`src/rtl/core/kscan_pkg.sv`:
```
// Shared types, constants and the key code lookup for the keypad scanner.
// Used by kscan_cfg, kscan_fsm and keypad_scan_blink_controller; no dependencies.
package kscan_pkg;

	localparam int ColW   = 4;
	localparam int RowW   = 4;
	localparam int KeyW   = 5;
	localparam int DebW   = 16;
	localparam int BlinkW = 24;
	localparam int AddrW  = 3;
	localparam int DataW  = 32;

	localparam logic [RowW-1:0]   RowsIdle   = 4'hF;
	localparam logic [KeyW-1:0]   NoKey      = 5'd16;
	localparam logic [DebW-1:0]   DebReset   = 16'd20;
	localparam logic [BlinkW-1:0] BlinkReset = 24'd500;

	localparam logic RegDebounce = 1'b0;
	localparam logic RegBlink    = 1'b1;

	localparam logic [7:0] CodeTable [16] = '{
		8'hE7, 8'hEE, 8'hDE, 8'hBE, 8'hED, 8'hDD, 8'hBD, 8'hEB,
		8'hDB, 8'hBB, 8'h7E, 8'h7D, 8'h7B, 8'h77, 8'hB7, 8'hD7
	};

	typedef struct packed {
		logic [DebW-1:0]   debounce_ticks;
		logic [BlinkW-1:0] blink_half_ticks;
	} cfg_t;

	typedef struct packed {
		logic [KeyW-1:0] key_index;
		logic            key_event;
		logic            led_on;
		logic [ColW-1:0] column_drive;
	} result_t;

	function automatic logic [KeyW-1:0] key_lookup(input logic [7:0] code);
		logic [KeyW-1:0] idx;
		idx = NoKey;
		for (int i = 15; i >= 0; i--) begin
			if (CodeTable[i] == code) begin
				idx = KeyW'(i);
			end
		end
		return idx;
	endfunction

endpackage

```
`src/rtl/core/keypad_scan_blink_controller.sv`:
```
// Top level of the 4x4 keypad scanner with LED blink feedback.
// A result beat passes through the input register and then the result register.
// Throughput: one beat per cycle while the output is not stalled.
// While a result waits, the input register takes one more beat and then the input stalls.
// Reset clears the scan state to the release wait and loads the register defaults.
// Depends on kscan_pkg, kscan_cfg and kscan_fsm.
module keypad_scan_blink_controller import kscan_pkg::*; (
	input  logic             clk,
	input  logic             arst_n,
	input  logic             s_axis_tvalid,
	output logic             s_axis_tready,
	input  logic [7:0]       s_axis_tdata,  // [3:0] row_lines
	output logic             m_axis_tvalid,
	input  logic             m_axis_tready,
	output logic [15:0]      m_axis_tdata,  // [3:0] column_drive, [4] led_on,
	                                        // [5] key_event, [10:6] key_index
	input  logic             psel,
	input  logic             penable,
	input  logic             pwrite,
	input  logic [AddrW-1:0] paddr,
	input  logic [DataW-1:0] pwdata,
	output logic [DataW-1:0] prdata,
	output logic             pready
);

	cfg_t            cfg;
	result_t         res;
	result_t         res_s2;
	logic            valid_s1, valid_s2;
	logic [RowW-1:0] rows_s1;
	logic            advance;

	kscan_cfg u_cfg (
		.clk     (clk),
		.arst_n  (arst_n),
		.psel    (psel),
		.penable (penable),
		.pwrite  (pwrite),
		.paddr   (paddr),
		.pwdata  (pwdata),
		.prdata  (prdata),
		.pready  (pready),
		.cfg     (cfg)
	);

	kscan_fsm u_fsm (
		.clk    (clk),
		.arst_n (arst_n),
		.step   (advance),
		.rows   (rows_s1),
		.cfg    (cfg),
		.res    (res)
	);

	assign advance       = valid_s1 & (~valid_s2 | m_axis_tready);
	assign s_axis_tready = ~valid_s1 | advance;

	always_ff @(posedge clk or negedge arst_n) begin
		if (!arst_n) begin
			valid_s1 <= 1'b0;
			valid_s2 <= 1'b0;
		end else begin
			if (s_axis_tready) begin
				valid_s1 <= s_axis_tvalid;
			end
			if (advance) begin
				valid_s2 <= 1'b1;
			end else if (m_axis_tready) begin
				valid_s2 <= 1'b0;
			end
		end
	end

	always_ff @(posedge clk) begin
		if (s_axis_tready && s_axis_tvalid) begin
			rows_s1 <= s_axis_tdata[RowW-1:0];
		end
		if (advance) begin
			res_s2 <= res;
		end
	end

	assign m_axis_tvalid = valid_s2;
	assign m_axis_tdata  = {5'b0, res_s2.key_index, res_s2.key_event, res_s2.led_on,
		res_s2.column_drive};

	a_no_drop: assert property (@(posedge clk) disable iff (!arst_n)
		valid_s2 && !m_axis_tready |=> valid_s2 && $stable(res_s2))
		else $error("Stalled result was lost or changed");

	a_step_fills: assert property (@(posedge clk) disable iff (!arst_n)
		advance |=> valid_s2)
		else $error("Processed tick produced no result");

	a_hold_input: assert property (@(posedge clk) disable iff (!arst_n)
		valid_s1 && !advance |=> valid_s1 && $stable(rows_s1))
		else $error("Waiting input tick was lost or changed");

endmodule

```
`src/rtl/core/kscan_cfg.sv`:
```
// APB register file holding the debounce and blink period settings.
// Depends on kscan_pkg.
module kscan_cfg import kscan_pkg::*; (
	input  logic             clk,
	input  logic             arst_n,
	input  logic             psel,
	input  logic             penable,
	input  logic             pwrite,
	input  logic [AddrW-1:0] paddr,
	input  logic [DataW-1:0] pwdata,
	output logic [DataW-1:0] prdata,
	output logic             pready,
	output cfg_t             cfg
);

	logic            wr_en;
	logic [DebW-1:0]   debounce_q;
	logic [BlinkW-1:0] blink_q;

	assign pready = 1'b1;
	assign wr_en  = psel & penable & pwrite & pready;

	always_ff @(posedge clk or negedge arst_n) begin
		if (!arst_n) begin
			debounce_q <= DebReset;
			blink_q    <= BlinkReset;
		end else if (wr_en) begin
			case (paddr[2])
				RegDebounce: debounce_q <= pwdata[DebW-1:0];
				RegBlink:    blink_q    <= pwdata[BlinkW-1:0];
				default:     ;
			endcase
		end
	end

	always_comb begin
		case (paddr[2])
			RegDebounce: prdata = DataW'(debounce_q);
			RegBlink:    prdata = DataW'(blink_q);
			default:     prdata = '0;
		endcase
	end

	assign cfg.debounce_ticks   = debounce_q;
	assign cfg.blink_half_ticks = blink_q;

endmodule

```
`src/rtl/core/kscan_fsm.sv`:
```
// Scan, debounce, lookup and blink state machine; one tick per step.
// Depends on kscan_pkg.
module kscan_fsm import kscan_pkg::*; (
	input  logic            clk,
	input  logic            arst_n,
	input  logic            step,
	input  logic [RowW-1:0] rows,
	input  cfg_t            cfg,
	output result_t         res
);

	typedef enum logic [1:0] {
		PH_RELEASE,
		PH_SCAN,
		PH_DEBOUNCE,
		PH_BLINK
	} phase_t;

	phase_t            phase_q, phase_d;
	logic [1:0]        col_q, col_d;
	logic [DebW-1:0]   deb_q, deb_d;
	logic [KeyW-1:0]   blinks_q, blinks_d, blinks_dec;
	logic [BlinkW-1:0] timer_q, timer_d, half;
	logic              led_q, led_d;
	logic [ColW-1:0]   col_pat;
	logic [KeyW-1:0]   kidx;

	assign half       = (cfg.blink_half_ticks == '0) ? BlinkW'(1) : cfg.blink_half_ticks;
	assign col_pat    = ~(4'b1000 >> col_q);
	assign kidx       = key_lookup({col_pat, rows});
	assign blinks_dec = (blinks_q == '0) ? '0 : blinks_q - KeyW'(1);

	always_comb begin
		phase_d = phase_q;
		col_d   = col_q;
		deb_d   = deb_q;
		blinks_d = blinks_q;
		timer_d = timer_q;
		led_d   = led_q;
		res.column_drive = col_pat;
		res.led_on       = 1'b0;
		res.key_event    = 1'b0;
		res.key_index    = '0;
		case (phase_q)
			PH_RELEASE: begin
				res.column_drive = '0;
				if (rows == RowsIdle) begin
					phase_d = PH_SCAN;
					col_d   = '0;
				end
			end
			PH_SCAN: begin
				if (rows != RowsIdle) begin
					phase_d = PH_DEBOUNCE;
					deb_d   = cfg.debounce_ticks;
				end else begin
					col_d = col_q + 2'd1;
				end
			end
			PH_DEBOUNCE: begin
				if (deb_q != '0) begin
					deb_d = deb_q - DebW'(1);
				end else if (rows != RowsIdle) begin
					res.key_event = 1'b1;
					res.key_index = kidx;
					blinks_d = kidx;
					if (kidx == '0) begin
						phase_d = PH_RELEASE;
					end else begin
						phase_d = PH_BLINK;
						led_d   = 1'b1;
						timer_d = half;
					end
				end else begin
					phase_d = PH_SCAN;
					col_d   = col_q + 2'd1;
				end
			end
			PH_BLINK: begin
				res.led_on = led_q;
				if (timer_q > BlinkW'(1)) begin
					timer_d = timer_q - BlinkW'(1);
				end else if (led_q) begin
					led_d   = 1'b0;
					timer_d = half;
				end else begin
					blinks_d = blinks_dec;
					if (blinks_dec == '0) begin
						phase_d = PH_RELEASE;
						timer_d = '0;
					end else begin
						led_d   = 1'b1;
						timer_d = half;
					end
				end
			end
			default: phase_d = PH_RELEASE;
		endcase
	end

	always_ff @(posedge clk or negedge arst_n) begin
		if (!arst_n) begin
			phase_q  <= PH_RELEASE;
			col_q    <= '0;
			deb_q    <= '0;
			blinks_q <= '0;
			timer_q  <= '0;
			led_q    <= 1'b0;
		end else if (step) begin
			phase_q  <= phase_d;
			col_q    <= col_d;
			deb_q    <= deb_d;
			blinks_q <= blinks_d;
			timer_q  <= timer_d;
			led_q    <= led_d;
		end
	end

	a_led_only_blinking: assert property (@(posedge clk) disable iff (!arst_n)
		led_q |-> phase_q == PH_BLINK)
		else $error("LED state set outside the blink phase");

	a_blink_has_count: assert property (@(posedge clk) disable iff (!arst_n)
		phase_q == PH_BLINK |-> blinks_q != '0)
		else $error("Blink phase entered with no blinks left");

	a_event_index: assert property (@(posedge clk) disable iff (!arst_n)
		!res.key_event |-> res.key_index == '0)
		else $error("Key index nonzero without a key event");

	a_detect_debounce: assert property (@(posedge clk) disable iff (!arst_n)
		step && phase_q == PH_SCAN && rows != RowsIdle |=> phase_q == PH_DEBOUNCE)
		else $error("Row detection did not start the debounce wait");

endmodule

```
`config.mk`:
```
export PLATFORM = sky130hd
export DESIGN_NAME = keypad_scan_blink_controller
export DESIGN_NICKNAME = d
export VERILOG_FILES = /design/src/rtl/core/kscan_pkg.sv /design/src/rtl/core/keypad_scan_blink_controller.sv /design/src/rtl/core/kscan_cfg.sv /design/src/rtl/core/kscan_fsm.sv
export SDC_FILE = /design/constraint.sdc
export NUM_CORES = 1
export LEC_CHECK = 0
export ABC_AREA = 1
export BUFFER_PORTS_ARGS = -buffer_cell sky130_fd_sc_hd__buf_2
export CAP_MARGIN = 20
export CELL_PAD_IN_SITES_DETAIL_PLACEMENT = 0
export CELL_PAD_IN_SITES_GLOBAL_PLACEMENT = 1
export CORE_MARGIN = 2
export CORE_UTILIZATION = 24
export CTS_CLUSTER_SIZE = 8
export DETAILED_ROUTE_END_ITERATION = 8
export PLACE_DENSITY = 0.63
export SKIP_CTS_REPAIR_TIMING = 1
export SLEW_MARGIN = 20
export SYNTH_ARGS = -nofsm -noshare
export SYNTH_HDL_FRONTEND = slang
export SYNTH_SLANG_ARGS = --single-unit
export TNS_END_PERCENT = 50
```
`constraint.sdc`:
```
create_clock -name clk -period 2.7 [get_ports clk]
set_clock_uncertainty 0.05 [all_clocks]
set_input_delay 0.54 -clock clk [delete_from_list [all_inputs] [get_ports clk]]
set_output_delay 0.54 -clock clk [all_outputs]
set_load 0.01 [all_outputs]
```
==> impl_metrics.py, run 1 <==
metrics = {
    "synthesis": {
        "netlist.area_leader.share_pct": 32.4,
        "synth_edf_count": 15,
        "synthFlopType": "dfrtp_1",
        "yosysMostFrequentCell": "nand2_1",
        "synthArstFlopShare_pct": 86.0,
        "yosys_register_bits": 107,
        "ys_types": 44,
        "ys_top_cells_by_count": "nand2_1, inv_1, nor2_1",
        "syn_area_per_cell_um2": 7.45,
        "synth_warnings": 0,
        "syn-instance-count": 872,
        "synth_top_area_cell": "dfrtp_1",
        "yosys-top-cells-area": "dfrtp_1, nand2_1, edfxtp_1",
        "syn-cell-area_mm2": 0.00650,
        "seq_area_frac_synth_pct": 42.5,
    },
    "cts": {
        "cts_tree": "built",
        "cts-root-buf": "clkbuf_16",
        "clkTransAtPathRegs_ns": 0.08,
        "cts_buffers": 9,
        "clkLatencyLatePin_ns": 0.36,
        "htree_levels": 3,
        "cts_buffer_depth": 2,
        "clock_sinks": 107,
    },
    "pwr": {
        "total_power_mw": 7.14,
        "vdd_ir_drop_max_mv": 0.373,
        "leakagePower_nw": 3.72,
        "pwr_density_cell_mw_per_mm2": 935,
    },
    "finish": {
        "design_area_mm2": 0.00763,
        "nets": 1015,
        "fin_cells": 1297,
        "final_util_pct": 28.5,
        "area_growth_pct": 17.4,
        "antenna_cells": 0,
        "drive_gt1_share_pct": 16.2,
    },
    "worst_setup_path": {
        "endpoint_kind": "register",
        "path_max_fanout": 9,
        "cp-start-kind": "register",
        "reg2reg_slack_ns": 0.29,
        "ff2ff_path_depth": 13,
        "crit_arrival_ns": 2.65,
        "worstPathRequired_ns": 2.93,
        "crit_type": "reg -> reg",
    },
    "global_route": {
        "grt_pass1_vias": 5646,
        "top_usage_layer": "met2",
        "track_usage_pct": 13.4,
        "grt_max_degree": 48,
        "grt_util_met1_pct": 19.2,
        "gr-usage-met2_pct": 20.9,
        "overflow": 0,
        "antenna_found_initial": 0,
        "grt_pass1_wl_mm": 30.2,
        "met3_usage_pct": 2.69,
    },
    "drt": {
        "drcViolationCount": 0,
        "drtIter0Drc": 324,
        "dr.pass1.iters": 6,
        "ant_nets": 0,
        "via_per_inst": 4.46,
        "routedWlPerCell_um": 14.3,
        "vias": 5779,
        "wl_mm": 18.5,
    },
    "placed_design": {
        "place_congestion": 0.786,
        "dpl_cell_area_mm2": 0.00727,
        "portBuffers": 72,
        "post-place-ws_ns": 0.207,
        "numPlacedInstances": 1278,
        "dp_hpwl_mm": 13.9,
    },
    "die": {
        "fp.dieArea_mm2": 0.0284,
        "num_io_pins": 101,
        "num_rows": 60,
        "die_h_um": 169,
        "initial_core_util_pct": 24.2,
        "core_mm2": 0.0268,
        "die_x_um": 169,
    },
    "sta": {
        "worst_slack_ns": 0.289,
        "relSlewSlack_pct": 58.3,
        "rsz0062_at_grt": "false",
        "fin_crit_sh_pct": 89.3,
        "drv_slew": 0,
        "fin_crit_ns": 2.41,
        "setup_viol": 0,
        "fmax_mhz": 415,
        "finalHoldViolations": 0,
        "tns_ns": 0,
        "tightest_slew_ns": 0.620,
        "whs_ns": 0.0727,
    },
    "status": {
        "status": "finished, final reports clean",
    },
    "flow_run": {
        "cap_violations": 0,
    },
    "hold_path": {
        "hold_path.class": "in -> async",
    },
}
## routing by layer
metal	up-vias	share of wire, %
met2	122	43
met1	2662	51
met4	0	1.1
met5	-	0
li1	2981	-
met3	14	4.4
## final timing paths
check	end	startpoint
max	u_fsm.timer_q[18]	u_fsm.deb_q[0]
min	u_fsm.blinks_q[3]	arst_n
max reg2reg	u_fsm.timer_q[18]	u_fsm.deb_q[0]
min reg2reg	u_cfg.debounce_q[11]	u_cfg.debounce_q[11]
max in group asynchronous	u_cfg.debounce_q[2]	arst_n
min in group clk	rows_s1[1]	s_axis_tdata[1]
## layout make-up
type	instances	area (um2)
flip-flops and latches	107	2760
fillers	2956	19200
repair buffers	97	576
multi-input cells	620	3090
repair inverters	1	7.51
well taps	341	427
clock buffers	11	264
clock inverters	5	65.1
inverters	115	443
## registers in the layout, summed over array words and instances (netlist names)
name / cells
u_fsm.blinks_q: 5
u_cfg.blink_q: 24
u_fsm.led_q: 1
u_fsm.deb_q: 16
m_axis_tvalid: 1
m_axis_tdata: 11
u_fsm.col_q: 2
rows_s1: 4
u_fsm.timer_q: 24
valid_s1: 1
u_fsm.phase_q: 2
u_cfg.debounce_q: 16
## cell families after synthesis
family	count (synthesis)	share of synthesized area [%]
xor gates and xnor gates	11	1.48
other	2	0.116
buffers and inverters	157	10.7
muxes	4	0.693
adders and majority gates	14	2.70
DFF	107	42.5
and+or+nand+nor	431	28.9
AOI/OAI and AO/OA	146	12.9
## worst max-delay path: stages, from the launching register on
cell and delay [ns]:
dfrtp_1 0.42, inv_1 0.13, ha_1 0.24, inv_1 0.10, nor2_2 0.15, nand3_2 0.13
nor2_4 0.14, nand2_2 0.10, o21ai_4 0.19, nand3_4 0.11, nor2_8 0.17, buf_4 0.20
nor2_1 0.06, a31oi_2 0.13
## layout by cell type (no fill, tap or decap), types with 8 or more instances in the layout
master / netlist / routed
buf_2: 1 / 71
nand3_1: 55 / 55
xor2_1: 8 / 8
conb_1: 2 / 14
o21ai_0: 88 / 88
nor2_1: 90 / 90
buf_4: 16 / 24
o21ai_1: 10 / 10
o2111ai_1: 9 / 9
ha_1: 14 / 14
nand2_1: 228 / 228
dfstp_2: 8 / 8
nand4_1: 27 / 27
dfrtp_1: 84 / 84
edfxtp_1: 15 / 15
clkbuf_16: 0 / 10
o211ai_1: 8 / 8
a21oi_1: 20 / 20
inv_1: 110 / 108
## where the power goes
group	leakage (nW)	switching [mW]	internal, mW
Clock	0.162	0.653	0.813
Sequential	1.27	0.473	2.17
Combinational	2.29	1.95	1.08
Total	3.72	3.08	4.06
(Power assumes the default switching activity.)
==> run 2: changes to the inputs <==
--- a/config.mk
+++ b/config.mk
@@ -15,6 +15,7 @@
 export CTS_CLUSTER_SIZE = 8
 export DETAILED_ROUTE_END_ITERATION = 8
 export PLACE_DENSITY = 0.63
+export SETUP_SLACK_MARGIN = 0.5
 export SKIP_CTS_REPAIR_TIMING = 1
 export SLEW_MARGIN = 20
 export SYNTH_ARGS = -nofsm -noshare
==> run 2 against run 1 <==
Sequential power barely moved; wire length grew 4.4%; critical path depth is 1 higher; clock-buffer cell count unchanged; first-iteration DRC count is 8.0% lower; worst setup slack better by 0.15 ns; die area is the same; total power is 7.8% higher; sequential share of layout area decreased by 2.1 points; via count increased by 2.9%; design area grew 6.2%; worst hold slack worse by 0.0022 ns; critical path type unchanged; critical endpoint is now u_fsm.timer_q[10]; largest cell class unchanged; highest routed layer unchanged.
==> impl_metrics.py, run 2 (synthesis gave the netlist of run 1 again) <==
metrics = {
    "pwr": {
        "pwr-share-comb_pct": 46.1,
        "internal_power_mw": 4.36,
        "total_power_mw": 7.69,
        "leakagePower_nw": 3.89,
        "p_sw_share_pct": 43.3,
        "power_frac_seq_pct": 34.7,
        "vdd_ir_drop_max_mv": 0.373,
        "switching_power_mw": 3.33,
        "pwr_density_cell_mw_per_mm2": 949,
        "p_clk_share_pct": 19.1,
    },
    "worst_setup_path": {
        "rr_endpoint": "u_fsm.timer_q[10]",
        "r2r_start": "u_fsm.deb_q[0]",
        "worstPathRequired_ns": 2.93,
        "cp-start-kind": "register",
        "ff2ff_path_depth": 14,
        "reg2reg_slack_ns": 0.44,
        "crit_arrival_ns": 2.49,
        "endpoint_kind": "register",
        "path_max_fanout": 6,
        "crit_type": "reg -> reg",
    },
    "finish": {
        "drive_gt1_share_pct": 21.1,
        "fillers": 2911,
        "area_growth_pct": 24.7,
        "most-common-layout-cells": "nand2_1, inv_1, o21ai_0",
        "nets": 1038,
        "layout_commonest_cell": "nand2_1",
        "reg_top3": "u_cfg.blink_q x24, u_fsm.timer_q x24",
        "antenna_cells": 0,
    },
    "drt": {
        "dr.pass1.iters": 7,
        "wl_mm": 19.3,
        "drtIter0Drc": 298,
        "vias": 5945,
        "drcViolationCount": 0,
        "routedWlPerCell_um": 14.6,
        "via_per_inst": 4.50,
        "ant_nets": 0,
    },
    "die": {
        "num_io_pins": 101,
        "core_mm2": 0.0268,
        "initial_core_util_pct": 24.2,
        "die_x_um": 169,
        "fp.dieArea_mm2": 0.0284,
        "num_rows": 60,
        "die_h_um": 169,
    },
    "placed_design": {
        "portBuffers": 72,
        "dp_hpwl_mm": 13.9,
        "place_congestion": 0.786,
    },
    "hold_path": {
        "hold_path.class": "in -> async",
    },
    "cts": {
        "cts_buffer_depth": 2,
        "htree_levels": 3,
        "cts-root-buf": "clkbuf_16",
        "clkLatencyLatePin_ns": 0.36,
        "clkTransAtPathRegs_ns": 0.08,
        "clock_sinks": 107,
        "cts_tree": "built",
        "cts_buffers": 9,
    },
    "sta": {
        "tns_ns": 0,
        "rsz0062_at_grt": "true",
        "drv_slew": 0,
        "finalHoldViolations": 0,
        "fin_crit_ns": 2.26,
        "fmax_mhz": 443,
        "fin_crit_sh_pct": 83.6,
        "setup_viol": 0,
    },
    "global_route": {
        "track_usage_pct": 13.4,
        "grt_max_degree": 48,
        "antenna_found_initial": 0,
        "grt_pass1_vias": 5646,
        "grt_pass1_wl_mm": 30.2,
        "overflow": 0,
    },
    "flow_run": {
        "cap_violations": 0,
    },
    "status": {
        "status": "finished, final reports clean",
    },
}
run 2: changes by cell type in the layout (fill, tap and decap cells not counted), sizes merged:
cell and delta:
clkbuf +3, buf +18, clkinvlp +1, clkinv +1
run 2: worst max path at each step:
stage	endpoint	from	slack, ns
floorplan	u_fsm.deb_q[12]	m_axis_tready	0.59
global placement	u_fsm.timer_q[19]	u_fsm.deb_q[0]	0.24
detailed placement	u_fsm.timer_q[23]	u_fsm.deb_q[0]	0.21
CTS	u_fsm.timer_q[23]	u_fsm.deb_q[0]	0.19
global route	u_fsm.phase_q[0]	u_fsm.blinks_q[0]	0.29
finish	u_fsm.timer_q[10]	u_fsm.deb_q[0]	0.44
run 2: worst max-delay path: stages, from the launching register on:
cell,delay [ns]
dfrtp_2,0.44
inv_4,0.08
ha_4,0.16
inv_4,0.04
nor2_4,0.11
nand3_4,0.10
nor2_4,0.17
nand2_4,0.08
o21ai_4,0.21
nand3_4,0.12
nor2_8,0.15
buf_6,0.15
buf_12,0.12
nand3_1,0.06
o21ai_1,0.12
run 2: power groups by stage:
stage / sequential [mW] / clock (mW) / combinational [mW]
floorplan: 2.54 / 0 / 2.22
global placement: 2.67 / 0 / 2.98
detailed placement: 2.67 / 0 / 3.00
CTS: 2.65 / 1.52 / 3.01
global route: 2.75 / 1.57 / 4.02
finish: 2.67 / 1.47 / 3.55
run 2: per-layer routing:
layer  track usage, %  vias to the layer above  share of wire, %
li1                 -                     3024                 -
met1             19.2                     2781                50
met2             20.9                      126                44
met3             2.69                       14               4.7
met4             2.96                        0               1.0
met5                0                        -                 0
run 2: layout make-up:
type	instances	area, um2	area share [%]
clock inverters	5	65.1	0.803
repair inverters	3	23.8	0.293
repair buffers	118	858	10.6
inverters	115	463	5.71
well taps	341	427	5.27
multi-input cells	620	3240	39.9
flip-flops and latches	107	2770	34.1
clock buffers	11	264	3.26
run 2: through the flow:
step | instances | hold WS, ns | utilization (%) | cell area, um2 | setup WS (ns)
floorplan | 884 | 0.194 | - | 6540 | 0.587
global placement | 1278 | 0.418 | 27.1 | 7270 | 0.237
detailed placement | 1278 | 0.420 | 27.1 | 7270 | 0.207
CTS | 1294 | 0.0882 | 28.4 | 7600 | 0.188
global route | 1320 | 0.106 | 30.2 | 8100 | 0.294
finish | 1320 | 0.0705 | 30.2 | 8100 | 0.443
